[src/rtl/sfrr_pkg.sv]
// Shared types and constants for the segmented frequency/recency replacement block.
// No dependencies.
`timescale 1ns / 1ps
package sfrr_pkg;
	localparam int NUM_SETS    = 2048;
	localparam int NUM_WAYS    = 16;
	localparam int HISTORY_LEN = 32;
	localparam logic [3:0] FREQ_TOP    = 4'd15;
	localparam logic [7:0] STAMP_RESET = 8'd255;

	localparam logic [1:0] KIND_INVALID = 2'd0;
	localparam logic [1:0] KIND_PHASE   = 2'd1;
	localparam logic [1:0] KIND_COLD    = 2'd2;
	localparam logic [1:0] KIND_HOT     = 2'd3;

	localparam logic [1:0] REG_HOT_CAP   = 2'd0;
	localparam logic [1:0] REG_THRESHOLD = 2'd1;
	localparam logic [1:0] REG_PROMOTE   = 2'd2;
	localparam logic [1:0] REG_DEMOTE    = 2'd3;

	typedef struct packed {
		logic [4:0] hot_capacity;
		logic [5:0] threshold;
		logic [3:0] promote_level;
		logic [3:0] demote_level;
	} cfg_t;

	// controller -> datapath
	typedef struct packed {
		logic clear;     // clearing pass write of current clear row
		logic rd;        // issue set read
		logic scan_init; // start way scan
		logic scan_step; // advance way scan
		logic wr;        // write back the updated set
		logic out_load;  // load result register
	} dp_cmd_t;

	// datapath -> controller
	typedef struct packed {
		logic clear_done;
		logic scan_last;
		logic is_query;
		logic way_ok;
	} dp_stat_t;
endpackage

[src/rtl/sfrr_ctrl.sv]
// Controller FSM for the replacement block: clearing pass, then per-request sequencing.
// Depends on sfrr_pkg.
`timescale 1ns / 1ps
module sfrr_ctrl (
	input  logic               clk,
	input  logic               arst_n,
	input  logic               in_fire,
	input  logic               out_busy,
	input  sfrr_pkg::dp_stat_t stat,
	output logic               in_ready,
	output sfrr_pkg::dp_cmd_t  cmd
);
	import sfrr_pkg::*;

	localparam logic [2:0] ST_CLEAR = 3'd0;
	localparam logic [2:0] ST_IDLE  = 3'd1;
	localparam logic [2:0] ST_READ  = 3'd2;
	localparam logic [2:0] ST_SCAN  = 3'd3;
	localparam logic [2:0] ST_DONE  = 3'd4;

	logic [2:0] state_q;

	always_comb begin
		cmd = '0;
		in_ready = 1'b0;
		case (state_q)
			ST_CLEAR: cmd.clear = 1'b1;
			ST_IDLE: begin
				in_ready = 1'b1;
				cmd.rd = in_fire;
			end
			ST_READ: cmd.scan_init = 1'b1;
			ST_SCAN: cmd.scan_step = 1'b1;
			ST_DONE: begin
				cmd.wr = !stat.is_query && stat.way_ok;
				cmd.out_load = stat.is_query && !out_busy;
			end
			default: ;
		endcase
	end

	always_ff @(posedge clk or negedge arst_n) begin
		if (!arst_n) begin
			state_q <= ST_CLEAR;
		end else begin
			case (state_q)
				ST_CLEAR: if (stat.clear_done) state_q <= ST_IDLE;
				ST_IDLE: if (in_fire) state_q <= ST_READ;
				ST_READ: state_q <= ST_SCAN;
				ST_SCAN: if (stat.scan_last) state_q <= ST_DONE;
				ST_DONE: if (!stat.is_query || !out_busy) state_q <= ST_IDLE;
				default: state_q <= ST_IDLE;
			endcase
		end
	end

	a_ready_idle: assert property (@(posedge clk) disable iff (!arst_n)
		in_ready |-> state_q == ST_IDLE)
		else $error("ready outside idle");
	a_clear_quiet: assert property (@(posedge clk) disable iff (!arst_n)
		cmd.clear |-> !cmd.rd && !cmd.wr && !cmd.out_load)
		else $error("activity during clear");
	a_load_query: assert property (@(posedge clk) disable iff (!arst_n)
		cmd.out_load |-> stat.is_query && !cmd.wr)
		else $error("result load on update");
endmodule

[config.mk]
export PLATFORM = sky130hd
export DESIGN_NAME = sfrr_ctrl
export DESIGN_NICKNAME = d
export VERILOG_FILES = /design/src/rtl/sfrr_pkg.sv /design/src/rtl/sfrr_ctrl.sv
export SDC_FILE = /design/constraint.sdc
export NUM_CORES = 1
export LEC_CHECK = 0
export BUFFER_PORTS_ARGS = -buffer_cell sky130_fd_sc_hd__clkbuf_2
export CAP_MARGIN = 20
export CORE_AREA = 2 2 39 41
export DETAILED_ROUTE_END_ITERATION = 12
export DIE_AREA = 0 0 41 43
export GPL_ROUTABILITY_DRIVEN = 0
export GPL_TIMING_DRIVEN = 1
export PLACE_DENSITY = 0.39
export REMOVE_ABC_BUFFERS = 1
export SLEW_MARGIN = 40
export SYNTH_ARGS = -nofsm -noshare
export SYNTH_HDL_FRONTEND = slang
export SYNTH_SLANG_ARGS = --single-unit
[constraint.sdc]
create_clock -name clk -period 0.9 [get_ports clk]
set_input_delay 0.045 -clock clk [delete_from_list [all_inputs] [get_ports clk]]
set_output_delay 0.045 -clock clk [all_outputs]
set_load 0.01 [all_outputs]
==> flow_metrics.py, run 1 <==
metrics = {
    "power": {
        "sw_frac_of_total": 0.399,
        "power.density_nw_per_um2": 3160,
        "p_comb_frac": 0.552,
        "power.switching_mw": 0.510,
        "p_int_mw": 0.768,
        "seq_power_share": 0.254,
        "power_frac_clock": 0.194,
        "vdd.ir_drop.worst_uv": 813,
        "p_leak_nw": 0.200,
    },
    "synthesis": {
        "synth-seq-area-share": 0.341,
        "syn_area_um2": 220,
        "ys_seq_elements": 3,
        "ys_warn_count": 0,
        "syn_inst": 26,
        "yosysUniqueCellTypes": 18,
        "syn_avg_cell_area_um2": 8.47,
    },
    "layout": {
        "utilization": 0.292,
        "top_regs": "state_q (3)",
        "largest_register_ffs": 3,
        "drive_gt1_frac": 0.646,
        "top_register": "state_q",
        "area_growth_pct": 83.5,
        "nets": 57,
        "num_antenna_cells": 0,
    },
    "global_routing": {
        "grt_use_met2": 0.109,
        "grt_max_degree": 12,
        "grt_pass1_wl_um": 876,
        "grt_pass1_vias": 224,
        "track_usage": 0.0804,
        "grt_overflow": 0,
        "met1_usage": 0.0871,
        "antenna_found_initial": 0,
        "busiest_layer": "met2",
        "grt_use_met3": 0.0628,
    },
    "critical_path": {
        "slowest_delay_ns": 0.42,
        "slowest_stage": "dfrtp_2",
        "path_cells": "buf_4, and3b_1, clkbuf_2",
        "crit_path_max_fanout": 5,
        "required_ns": 0.85,
        "setup.worst_path.end_class": "primary output",
        "arrival_ns": 1.13,
        "cp-start-kind": "register",
        "critPathKind": "reg -> out",
    },
    "routing": {
        "via_count": 268,
        "viasPerCell": 4.19,
        "firstDrtPassIters": 1,
        "drcViolationCount": 0,
        "first_iter_violations": 0,
        "wl_um": 667,
        "ant_nets": 0,
        "wl_per_cell_um": 10.4,
    },
    "timing": {
        "finalMaxSlewViolations": 0,
        "timing.hold.ws_ns": 0.0360,
        "finalSetupTns_ns": -2.20,
        "rsz0062_at_grt": "true",
        "max_slew_margin": 0.854,
        "period_minus_slack_ns": 1.17,
        "worst_slack_ns": -0.273,
        "timing.final.crit_share": 1.30,
        "finalClockSkew_ns": 0.00344,
        "worst_pin_slew_ns": 0.218,
        "setup_viol_count_final": 10,
        "fmax_mhz": 852,
        "hold_viol_final": 0,
    },
    "floorplanning": {
        "std_cell_rows": 14,
        "core_um2": 1380,
        "die_y_um": 43,
        "start_util": 0.159,
        "dieArea_um2": 1760,
        "io_pins": 15,
        "die_w_um": 41,
    },
    "clock_tree": {
        "clk_pin_slew_ns": 0.04,
        "cts_root_buf": "clkbuf_4",
        "clk_path_buf_depth": 2,
        "htreeDepth": 1,
        "cts_sinks": 3,
        "clkLatencyLatePin_ns": 0.24,
        "cts_tree": "built",
        "cts_buffers": 3,
    },
    "hold_path": {
        "hold_path_class": "in -> reg",
    },
    "outcome": {
        "violations": "negative setup slack",
        "outcome": "finished, violations left",
    },
    "place": {
        "portBuffers": 14,
    },
    "run": {
        "drv_cap": 0,
    },
}
-- per-stage QoR --
stage               cell area (um^2)  total power, mW  setup slack (ns)  cells
finish                           404             1.28            -0.273     64
floorplan                        196            0.560           -0.0283     23
detailed placement               287            0.740            -0.155     53
CTS                              392             1.24            -0.285     63
global placement                 287            0.741            -0.157     53
global route                     404             1.36            -0.318     64
-- synthesized netlist by cell type --
| master | n | area (um^2) |
|---|---|---|
| nor2_2 | 1 | 6.26 |
| inv_1 | 1 | 3.75 |
| and4b_1 | 1 | 10.0 |
| and3b_1 | 1 | 8.76 |
| nor2_1 | 1 | 3.75 |
| nor3_1 | 2 | 10.0 |
| nor3b_1 | 3 | 22.5 |
| o21ai_1 | 1 | 5.00 |
| a311oi_1 | 1 | 8.76 |
| o21ai_0 | 1 | 5.00 |
| buf_6 | 1 | 11.3 |
| mux2i_1 | 1 | 10.0 |
| nand3_1 | 2 | 10.0 |
| a21oi_1 | 2 | 10.0 |
| buf_4 | 1 | 7.51 |
| nand2_1 | 2 | 7.51 |
| dfrtp_1 | 3 | 75.1 |
| buf_2 | 1 | 5.00 |
-- layer usage --
| metal | vias to the layer above | wire length, um |
|---|---|---|
| met1 | 118 | 285 |
| met5 | - | 0 |
| li1 | 135 | - |
| met3 | 0 | 82 |
| met4 | 0 | 0 |
| met2 | 15 | 300 |
-- power by group through the flow --
stage	clock, mW	combinational, mW	sequential [mW]
2_1_floorplan	0	0.255	0.305
3_3_place_gp	0	0.394	0.347
3_5_place_dp	0	0.395	0.345
4_1_cts	0.253	0.668	0.316
5_1_grt	0.266	0.762	0.332
6_report	0.247	0.705	0.325
-- critical path: cells and delay by family (launching register included) --
kind / cells / cell delay, ns
AND/OR/NAND/NOR: 1 / 0.18
flip-flops: 1 / 0.42
buffers and inverters: 2 / 0.28
-- cell usage in the layout (no fill, tap or decap) --
cell	count
a21oi_1	2
a311oi_1	1
and3b_1	1
and4b_1	1
buf_2	6
buf_4	4
buf_6	2
clkbuf_1	1
clkbuf_2	8
clkbuf_4	3
dfrtp_2	3
dlygate4sd3_1	1
inv_1	1
mux2i_1	1
nand2_1	2
nand3_1	1
nand3_2	1
nor2_1	1
nor2_4	1
nor3_1	1
nor3_2	1
nor3b_1	1
nor3b_2	2
o21ai_0	1
o21ai_1	1
-- logic make-up (layout without fill, tap and decap cells) --
group / Yosys count / after routing / synth area share
flops: 3 / 3 / 0.341
simple gates: 13 / 13 / 0.358
compound gates: 5 / 5 / 0.131
buf+inv: 4 / 26 / 0.125
mux: 1 / 1 / 0.0455
-- final timing paths --
| path | start | to | slack [ns] | cells past startpoint |
|---|---|---|---|---|
| worst min register to register | state_q[2] | state_q[1] | 0.59 | 1 |
| min in group asynchronous | arst_n | state_q[1] | 0.15 | 2 |
| worst min-delay path | stat[2] | state_q[1] | 0.04 | 2 |
| max in group asynchronous | arst_n | state_q[0] | 0.63 | 2 |
| worst max register to register | state_q[1] | state_q[0] | -0.16 | 4 |
| worst max-delay path | state_q[0] | cmd[2] | -0.27 | 3 |
-- cell type report --
cell class,instances,area [um^2]
multi-input combinational,19,143
sequential,3,78.8
timing repair buffer,21,133
fill,160,980
inverter,1,3.75
clock buffer,4,26.3
tap,16,20.0
-- what timing repair did --
action | 4_1_cts | 5_1_grt
buffers inserted | 5 | 1
endpoints found under the setup margin | 10 | 10
hold buffers | 1 | 0
endpoints found under the hold margin | 3 | 0
pin swaps | 3 | 2
resized for setup | 9 | 7
(Power assumes the default switching activity.)
==> run 2, diff against run 1 <==
--- a/config.mk
+++ b/config.mk
@@ -14,7 +14,7 @@
 export GPL_TIMING_DRIVEN = 1
 export PLACE_DENSITY = 0.39
 export REMOVE_ABC_BUFFERS = 1
-export SLEW_MARGIN = 40
+export SLEW_MARGIN = 25
 export SYNTH_ARGS = -nofsm -noshare
 export SYNTH_HDL_FRONTEND = slang
 export SYNTH_SLANG_ARGS = --single-unit
==> constraint.sdc (replaced) <==
create_clock -name clk -period 0.9 [get_ports clk]
set_input_delay 0 -clock clk [delete_from_list [all_inputs] [get_ports clk]]
set_output_delay 0 -clock clk [all_outputs]
set_load 0.01 [all_outputs]
==> flow_metrics.py, run 2 (synthesis gave the netlist of run 1 again) <==
metrics = {
    "outcome": {
        "outcome": "finished, violations left",
        "violations": "negative setup slack",
    },
    "global_routing": {
        "track_usage": 0.0855,
        "grt_pass1_wl_um": 966,
        "grt_overflow": 0,
        "antenna_found_initial": 0,
        "grt_pass1_vias": 232,
        "grt_max_degree": 7,
    },
    "layout": {
        "top_regs": "state_q (3)",
        "top_register": "state_q",
        "largest_register_ffs": 3,
        "fillers": 158,
        "area_growth_pct": 126,
        "drive_gt1_frac": 0.736,
        "final_cell_mix": "8 x clkbuf_2, 6 x buf_2, 6 x buf_6",
        "num_antenna_cells": 0,
        "layout_commonest_cell": "clkbuf_2",
        "nets": 62,
    },
    "timing": {
        "setup_viol_count_final": 10,
        "finalClockSkew_ns": 0.00223,
        "timing.hold.ws_ns": 0.0153,
        "rsz0062_at_grt": "true",
        "timing.final.crit_share": 1.27,
        "fmax_mhz": 876,
        "worst_pin_slew_ns": 0.198,
        "finalMaxSlewViolations": 0,
        "period_minus_slack_ns": 1.14,
        "hold_viol_final": 0,
        "worst_slack_ns": -0.241,
        "max_slew_margin": 0.868,
        "finalSetupTns_ns": -1.92,
    },
    "clock_tree": {
        "cts_tree": "built",
        "cts_root_buf": "clkbuf_4",
        "clk_pin_slew_ns": 0.04,
        "cts_sinks": 3,
        "cts_buffers": 3,
        "clk_path_buf_depth": 2,
        "clkLatencyLatePin_ns": 0.23,
        "htreeDepth": 1,
    },
    "critical_path": {
        "critPathKind": "reg -> out",
        "setup.worst_path.end_class": "primary output",
        "cp-start-kind": "register",
        "arrival_ns": 1.14,
        "required_ns": 0.90,
        "crit_path_max_fanout": 5,
    },
    "routing": {
        "wl_um": 650,
        "drcViolationCount": 0,
        "ant_nets": 0,
        "viasPerCell": 4.12,
        "via_count": 284,
        "first_iter_violations": 4,
        "firstDrtPassIters": 4,
        "wl_per_cell_um": 9.42,
    },
    "power": {
        "p_leak_nw": 0.236,
        "vdd.ir_drop.worst_uv": 777,
        "power.density_nw_per_um2": 3170,
        "finalPower_mw": 1.57,
    },
    "floorplanning": {
        "die_w_um": 41,
        "die_y_um": 43,
        "start_util": 0.159,
        "dieArea_um2": 1760,
        "core_um2": 1380,
        "io_pins": 15,
        "std_cell_rows": 14,
    },
    "hold_path": {
        "hold_path_class": "in -> reg",
    },
    "place": {
        "portBuffers": 14,
        "dpl.hpwl_um": 431,
    },
    "run": {
        "drv_cap": 0,
    },
}
[run 2: changes by cell type in the layout (fill, tap and decap cells not counted), sizes merged]
cell / delta
dlygate4sd3: +1
buf: +4
[run 2: worst max-delay path, cell delays in order (launching register included)]
cell and delay (ns):
dfrtp_2 0.45, nor2_4 0.14, and4b_1 0.19, buf_2 0.13
[run 2: cell type report]
cell class | instances | area (um^2) | area share
inverter | 1 | 3.75 | 0.00756
timing repair buffer | 26 | 200 | 0.403
sequential | 3 | 78.8 | 0.159
multi-input combinational | 19 | 168 | 0.338
clock buffer | 4 | 26.3 | 0.0529
tap | 16 | 20.0 | 0.0403
[run 2: path summary, 6_finish.rpt]
path / start / end / slack [ns] / cells past startpoint
max: state_q[0] / cmd[1] / -0.24 / 3
min: out_busy / state_q[2] / 0.02 / 3
max reg2reg: state_q[1] / state_q[0] / -0.16 / 4
min reg2reg: state_q[1] / state_q[2] / 0.63 / 3
max in group asynchronous: arst_n / state_q[2] / 0.68 / 2
min in group asynchronous: arst_n / state_q[1] / 0.10 / 2
[run 2: what timing repair did]
item,4_1_cts,5_1_grt
setup buffers,6,2
resized for setup,11,14
endpoints found under the setup margin,10,10
hold buffers,2,0
endpoints found under the hold margin,4,0
pin swaps,2,7
[run 2: metal layers]
metal / track usage / wire [um] / part of all wire / vias to the layer above
met1: 0.110 / 277 / 0.43 / 127
met3: 0.0314 / 61 / 0.094 / 0
li1: - / - / - / 146
met4: 0.0800 / 0 / 0 / 0
met2: 0.103 / 312 / 0.48 / 11
met5: 0 / 0 / 0 / -
[run 2: through the flow]
stage                     instance area [um^2]  worst slack [ns]  std cells  utilization
final                                      497            -0.241         69        0.359
after global placement                     314           -0.0921         55        0.227
after detailed placement                   314           -0.0800         55        0.227
after global routing                       497            -0.285         69        0.359
after floorplan                            196           -0.0283         23            -
after CTS                                  448            -0.246         67        0.324
[run 2: report_power, final]
group / internal, mW / leakage [nW] / total, mW / switching, mW
sequential: 0.208 / 0.0327 / 0.333 / 0.125
combinational: 0.612 / 0.188 / 1.00 / 0.391
clock: 0.166 / 0.0150 / 0.237 / 0.0710
